**config.mk**
```make
export PLATFORM = sky130hd
export DESIGN_NAME = insertion_sort_engine
export DESIGN_NICKNAME = d
export VERILOG_FILES = /design/src/ise_pkg.sv /design/src/insertion_sort_engine.sv /design/src/ise_ctrl.sv /design/src/ise_datapath.sv
export SDC_FILE = /design/constraint.sdc
export NUM_CORES = 2
export LEC_CHECK = 0
export CORE_MARGIN = 1
export CORE_UTILIZATION = 47
export CTS_CLUSTER_DIAMETER = 50
export DETAILED_ROUTE_END_ITERATION = 7
export DONT_BUFFER_PORTS = 1
export GPL_ROUTABILITY_DRIVEN = 0
export HOLD_SLACK_MARGIN = 0.12
export SLEW_MARGIN = 20
export SYNTH_ARGS = -nofsm -noshare
export SYNTH_HDL_FRONTEND = slang
export SYNTH_HIERARCHICAL = 1
export SYNTH_SLANG_ARGS = --single-unit
```
**constraint.sdc**
```tcl
create_clock -name clk -period 7.2 [get_ports clk]
set_input_delay 0 -clock clk [delete_from_list [all_inputs] [get_ports clk]]
set_output_delay 0 -clock clk [all_outputs]
set_load 0.02 [all_outputs]
```
**src/ise_pkg.sv**
```systemverilog
package ise_pkg;

  typedef enum logic [1:0] {
    ST_FILL = 2'b01,
    ST_EMIT = 2'b10
  } state_t;

  typedef struct packed {
    logic insert;
    logic mark_ovf;
    logic pop;
  } cmd_t;

  typedef struct packed {
    logic full;
    logic one;
    logic out_valid;
  } status_t;

endpackage

```
**src/insertion_sort_engine.sv**
```systemverilog
// Streaming insertion sort of signed 32-bit values.
// Input channel: value, last with value_valid / value_stall. An item is
// taken on a rising edge with valid high and stall low.
// Output channel: sorted_value, last_out, overflow with sorted_valid /
// sorted_stall, one result per handshake.
// Each value is inserted by a row of MAX_ITEMS compare-and-shift cells,
// so input items are taken one per cycle while the input is not stalled.
// After the item flagged last, the input stalls while the run is shifted
// out of cell 0, one result per cycle when the receiver does not stall;
// the first result is registered after the controller enters its emit state.
// A run of N held values yields N results.
// The output register frees the input as soon as the final result is
// loaded, so the next run may start while that result waits.
// Values beyond MAX_ITEMS are dropped and overflow is set on that run's
// results. A stalled result holds until taken.
// Reset (rst, synchronous) empties the list and clears the output valid.
module insertion_sort_engine #(
  parameter int MAX_ITEMS = 16
) (
  input  logic               clk,
  input  logic               rst,
  input  logic signed [31:0] value,
  input  logic               last,
  input  logic               value_valid,
  output logic               value_stall,
  output logic signed [31:0] sorted_value,
  output logic               last_out,
  output logic               overflow,
  output logic               sorted_valid,
  input  logic               sorted_stall
);

  ise_pkg::cmd_t    cmd;
  ise_pkg::status_t status;

  ise_ctrl u_ctrl (
    .clk          (clk),
    .rst          (rst),
    .value_valid  (value_valid),
    .last         (last),
    .sorted_stall (sorted_stall),
    .status       (status),
    .cmd          (cmd),
    .value_stall  (value_stall)
  );

  ise_datapath #(
    .MAX_ITEMS (MAX_ITEMS)
  ) u_datapath (
    .clk          (clk),
    .rst          (rst),
    .cmd          (cmd),
    .value        (value),
    .sorted_stall (sorted_stall),
    .status       (status),
    .sorted_value (sorted_value),
    .last_out     (last_out),
    .overflow     (overflow),
    .sorted_valid (sorted_valid)
  );

endmodule

```
**src/ise_ctrl.sv**
```systemverilog
module ise_ctrl (
  input  logic             clk,
  input  logic             rst,
  input  logic             value_valid,
  input  logic             last,
  input  logic             sorted_stall,
  input  ise_pkg::status_t status,
  output ise_pkg::cmd_t    cmd,
  output logic             value_stall
);

  ise_pkg::state_t state;
  ise_pkg::state_t state_next;
  logic            accept;

  assign value_stall = (state != ise_pkg::ST_FILL);
  assign accept      = value_valid && !value_stall;

  always_comb begin
    cmd.insert   = accept && !status.full;
    cmd.mark_ovf = accept && status.full;
    cmd.pop      = (state == ise_pkg::ST_EMIT) && (!status.out_valid || !sorted_stall);
  end

  always_comb begin
    state_next = state;
    case (state)
      ise_pkg::ST_FILL: begin
        if (accept && last) state_next = ise_pkg::ST_EMIT;
      end
      ise_pkg::ST_EMIT: begin
        if (cmd.pop && status.one) state_next = ise_pkg::ST_FILL;
      end
      default: state_next = ise_pkg::ST_FILL;
    endcase
  end

  always_ff @(posedge clk) begin
    if (rst) begin
      state <= ise_pkg::ST_FILL;
    end else begin
      state <= state_next;
    end
  end

endmodule

```
**src/ise_datapath.sv**
```systemverilog
module ise_datapath #(
  parameter int MAX_ITEMS = 16
) (
  input  logic               clk,
  input  logic               rst,
  input  ise_pkg::cmd_t      cmd,
  input  logic signed [31:0] value,
  input  logic               sorted_stall,
  output ise_pkg::status_t   status,
  output logic signed [31:0] sorted_value,
  output logic               last_out,
  output logic               overflow,
  output logic               sorted_valid
);

  localparam int CW = $clog2(MAX_ITEMS + 1);

  logic signed [31:0] cells [MAX_ITEMS];
  logic [MAX_ITEMS-1:0] lt;
  logic [CW-1:0]        count;
  logic                 ovf;

  assign status.full      = (count == CW'(MAX_ITEMS));
  assign status.one       = (count == CW'(1));
  assign status.out_valid = sorted_valid;

  // row of compare-and-shift cells
  for (genvar i = 0; i < MAX_ITEMS; i++) begin : g_cell
    logic write_en;
    logic signed [31:0] cell_in;

    assign lt[i]    = value < cells[i];
    assign write_en = cmd.insert && (CW'(i) <= count) && ((CW'(i) == count) || lt[i]);

    if (i == 0) begin : g_first
      assign cell_in = value;
    end else begin : g_rest
      assign cell_in = lt[i-1] ? cells[i-1] : value;
    end

    always_ff @(posedge clk) begin
      if (write_en) begin
        cells[i] <= cell_in;
      end else if (cmd.pop) begin
        if (i < MAX_ITEMS - 1) cells[i] <= cells[(i < MAX_ITEMS - 1) ? i + 1 : i];
      end
    end
  end

  always_ff @(posedge clk) begin
    if (rst) begin
      count        <= '0;
      ovf          <= 1'b0;
      sorted_valid <= 1'b0;
    end else begin
      if (cmd.insert) count <= count + CW'(1);
      if (cmd.mark_ovf) ovf <= 1'b1;
      if (cmd.pop) begin
        count        <= count - CW'(1);
        sorted_valid <= 1'b1;
        if (status.one) ovf <= 1'b0;
      end else if (!sorted_stall) begin
        sorted_valid <= 1'b0;
      end
    end
  end

  always_ff @(posedge clk) begin
    if (cmd.pop) begin
      sorted_value <= cells[0];
      last_out     <= status.one;
      overflow     <= ovf;
    end
  end

endmodule

```
* Word level (Yosys, flattened, before mapping)
Memory sizes are Yosys's and may differ from the RTL's.
Cells that the tools add are included.
** Storage, ports and cells
- Flip-flop bits (word level) :: 43
- Memories :: 1
- Bits of input ports :: 37
- Output and inout port bits :: 36
- Word-level logic and storage cells :: 245
- Bits in writable memories :: 512
** Memories
- u_datapath.cells :: depth 16, bits a word 32, read ports 16, clocked after memory_dff 0, write ports 16, RTL line ise_datapath.sv:18 : logic signed [31:0] cells [MAX_ITEMS];
** Operators by class
- Equality and inequality tests :: 23
- Multiplexer cells :: 103
- Bitwise logic cells :: 15
- Reductions and logical operators :: 62
- Add/sub/neg operators :: 2
- $lt $le $gt $ge :: 32
** Operators by type and width (count)
- $mux W32 :: 30
- $lt A32 B32 Y1 :: 16
- $mux W1 :: 68
- $eq A4 B5 Y1 const A :: 8
- $le A4 B5 Y1 const A :: 8
- $logic_and A1 B1 Y1 :: 38
- $eq A3 B5 Y1 const A :: 4
- $le A3 B5 Y1 const A :: 4
- $logic_or A1 B1 Y1 :: 17
- $or A1 B1 Y1 :: 15
- $eq A2 B5 Y1 const A :: 2
- $le A1 B5 Y1 const A :: 2
- $le A2 B5 Y1 const A :: 2
- $mux W5 :: 2
- $ne A2 B1 Y1 const B :: 3
- $add A5 B1 Y5 const B :: 1
- $eq A1 B5 Y1 const A :: 1
- $eq A5 B1 Y1 const B :: 1
- $eq A5 B5 Y1 const B :: 1
- $logic_not A5 Y1 :: 1
- $sub A5 B1 Y5 const B :: 1
- $logic_not A1 Y1 :: 4
- $mux W2 :: 2
- $pmux W2 S2 :: 1
- other kinds (5) :: 5

* Longest topological paths before layout
- Depth in word-level cells :: 9
- Gate-level depth with buffers :: 13
- Gate-level depth less buffers :: 10

* By module
Netlist, hierarchy kept.
** Modules (own cells, without submodules)
- ise_datapath :: instances 1, area an instance 40372.5 µm², sequential area each 16535.9 µm², cells an instance 3794
- ise_ctrl :: instances 1, area an instance 118.9 µm², sequential area each 40.0 µm², cells an instance 13

* Worst setup path after synthesis
No wires, ideal clock.
- Path kind :: reg-to-reg
- Start :: mem u_datapath.cells[11][29] (netlist: u_datapath/cells[1][125])
- End :: mem u_datapath.cells[11][4] (netlist: u_datapath/cells[1][100]) (enable)
- Period minus slack after synthesis :: 5.265 ns
- Data arrival time :: 4.800 ns
- Cell stages (with the launch flop) :: 12
- Setup time :: 0.466 ns
- Path slack :: 1.935 ns
- Required time :: 6.734 ns
- Path buffers :: 1
- Path through :: edfxtp_1 -> inv_1 -> ha_1 -> a21o_1 -> a21o_1 -> a21o_1 -> o21bai_1 -> or4b_1 -> o21ai_2 -> buf_2 -> a22oi_1 -> o21ai_0
** RTL lines (RTL line)
- start: declaration :: ise_datapath.sv:18

==> impl_metrics.toml <==
[timing]
hold_violations = 0
worst_slew_pin_slew_ns = 0.997
clock_skew_ns = 0.0247
fmax_mhz = 215
final.setup.tns_ns = 0
setup_viol = 0
maxSlewHeadroom_pct = 32.9
period_minus_slack_ns = 4.64
final_max_slew_viol_count = 0
post-route-period-util_pct = 64.5
rsz0062_at_grt = "false"

[route]
via_count = 28600
avgRoutedWirePerCell_um = 21.5
via_per_inst = 5.69
drtIter0Drc = 1759
ant_nets = 0
drtPass1Iterations = 5
drcViolationCount = 0
finalWirelength_um = 108000

[logic_synthesis]
synth-seq-cells = 555
syn_inst = 3807
ys_types = 75
synth_top_family_by_area = "multiplexers"
synth_nets = 4345
synth_top_area_share_pct = 40.5
synth-xor-area-share_pct = 0.130
synth.area.top_cells = "edfxtp_1 40%, mux2i_1 17%, ha_1 15%"
synthFlopType = "edfxtp_1"
synth_top_area_cell = "edfxtp_1"
syn-cell-area_mm2 = 0.0405
synth_compound_area_share_pct = 10.7
synth_mux_area_share_pct = 19.2
seq_area_frac_synth_pct = 40.9
yosys.area_share.simple_pct = 6.92
avgSynthCellArea_um2 = 10.6
synthAdderAreaFrac_pct = 15.5
synth-edff-count = 546
synthArstFlopShare_pct = 0
yosysWarnings = 6

[clocking]
cts_buffers = 82
cts_root_buf = "clkbuf_16"
cts_htree_levels = 3
clock-sinks = 555
cts_tree = "done"
post_cts_buffers = 0
clk_pin_slew_ns = 0.05
insertion_delay_ns = 0.64
cts_buffer_depth = 3

[place]
placedCellCount = 4832
port_buffers = 0
hpwl_um = 73400
placed_area_mm2 = 0.0419

[floorplan]
die-area_mm2 = 0.0873
core_area_mm2 = 0.0853
pin_count = 73
die_w_um = 296
row_count = 107
die_h_um = 296
start_util_pct = 47.5

[layout]
nFillCells = 7620
finalNonFillerCells = 5022
layout.cell_area.non_filler_mm2 = 0.0452
n_antenna_cell = 0
final_nets = 4353
syn_to_final_growth_pct = 11.5
register_area_mm2 = 0.0166
drive_gt1_share_pct = 7.76
utilization_pct = 53.0
multiInputGateArea_mm2 = 0.0216

[setup_path]
r2r-start = "u_datapath/count[1]$_SDFFE_PP0P_"
critPathMostFrequentCell = "o21ai_0"
arrival_ns = 4.94
cp_cell_sequence = "inv_1 > ha_1 > nor4bb_1 > nor2_2 > o21ai_0 > nor4_1 > o21ai_0 > a211oi_1 > o221ai_1 > o211ai_1 > buf_4"
slowest_stage = "nor2_2"
crit_fanout = 21
crit_start = "u_datapath/count[1]$_SDFFE_PP0P_"
cp_data_required_time_ns = 7.50
critPathMaxStageDelay_ns = 0.56
cp-start-kind = "flip-flop"
critPathCaptureType = "flip-flop"
critPathKind = "flip-flop to flip-flop"

[outcome]
status = "complete, no violations"

[global_route]
grt_start_max_net_pins = 65
grt_pass1_vias = 29300
antenna_found_initial = 1
grt_util_all_layers_pct = 24.8
grt_pass1_wl_um = 168000
grt_overflow_total = 0

[hold_path]
hp-start = "last"
hold_class = "input pin to flip-flop"

[power]
power_density_mw_per_mm2 = 209
power_leakage_nw = 20.8
peakVddDrop_mv = 0.175
fin_total_pwr_w = 0.00942

[job]
drv_cap = 0
## cell type report
cell class              count  area share, %
flip-flops and latches    555           36.7
inverters                 521           4.33
clock inverters            50           1.47
well taps                1144           3.17
multi-input cells        2567           47.7
repair buffers             88           1.88
clock buffers              97           4.72
## critical path, delay by kind of cell (launching register included)
kind	cells	cell delay (ns)
compound gates	5	1.58
fa+ha+maj	1	0.40
buf+inv	2	0.63
flops	1	0.52
simple gates	3	1.15
## per-stage QoR
stage	setup slack (ns)	hold WS, ns
global placement	2.67	0.0739
detailed placement	2.71	0.0763
floorplan	1.93	0.0724
CTS	2.66	0.129
global route	2.41	0.177
finish	2.56	0.164
## path summary, 6_finish.rpt
kind                                                            to  slack [ns]  depth (start not counted)
worst min-delay path                  u_ctrl/state[0]$_SDFFE_PP1P_        0.16                          3
worst max register to register  u_datapath/cells[1][227]$_DFFE_PP_        2.56                         11
worst min register to register       u_datapath/overflow$_DFFE_PP_        0.44                          0
worst max-delay path            u_datapath/cells[1][227]$_DFFE_PP_        2.56                         11
## sequential cells by signal, summed over array words and instances (netlist names)
signal,flops
u_datapath/cells,512
u_datapath/sorted_value,32
u_datapath/count,5
u_ctrl/state,2
u_datapath/last_out,1
u_datapath/overflow,1
u_datapath/ovf,1
u_datapath/sorted_valid,1
## placed cells by master (no fill, tap or decap), types with 85 or more instances in the layout
| cell | count |
|---|---|
| a21o_1 | 128 |
| a21oi_1 | 253 |
| edfxtp_1 | 546 |
| ha_1 | 501 |
| inv_1 | 521 |
| mux2i_1 | 685 |
| nand2_1 | 190 |
| nand4_1 | 85 |
| nor2_1 | 179 |
| o21ai_0 | 155 |
## cell families after synthesis
| logic type | count (synthesis) |
|---|---|
| buf+inv | 685 |
| flops | 555 |
| compound gates | 700 |
| simple gates | 595 |
| mux | 765 |
| xor+xnor | 6 |
| fa+ha+maj | 501 |
## report_power, final
part           leakage (nW)  total, W  switching (W)  internal (W)
logic                  14.5   0.00143       0.000819      0.000614
registers              5.02   0.00379      0.0000663       0.00372
clock network          1.33   0.00420        0.00161       0.00260
total                  20.8   0.00942        0.00249       0.00693
## synthesized netlist by cell type (all sizes together), types with 7 or more instances
library cell	n
edfxtp	546
or2	9
o31ai	8
o21ai	167
ha	501
and4	14
o211ai	13
a21oi	258
a21boi	8
nand3	24
a221o	7
nand2b	22
nor2b	7
o21a	11
a21o	129
buf	84
a211oi	16
dfxtp	9
mux2	79
nor2	180
or3	10
inv	521
nor3	29
nand2	190
nand4	85
mux2i	686
nor4	9
a31oi	17
clkbuf	80
## what timing repair did
item                      4_1_cts  5_1_grt
hold buffers                   37        1
gates resized for setup         0        0
hold endpoints to repair      555        1
## layer usage
layer	vias to the layer above	routed length (um)	track usage [%]
li1	14000	-	-
met4	0	2440	6.95
met5	-	0	0
met2	520	54100	43.5
met3	160	4120	3.26
met1	13900	47400	31.8
No activity file was read; power rests on OpenSTA's default activity.
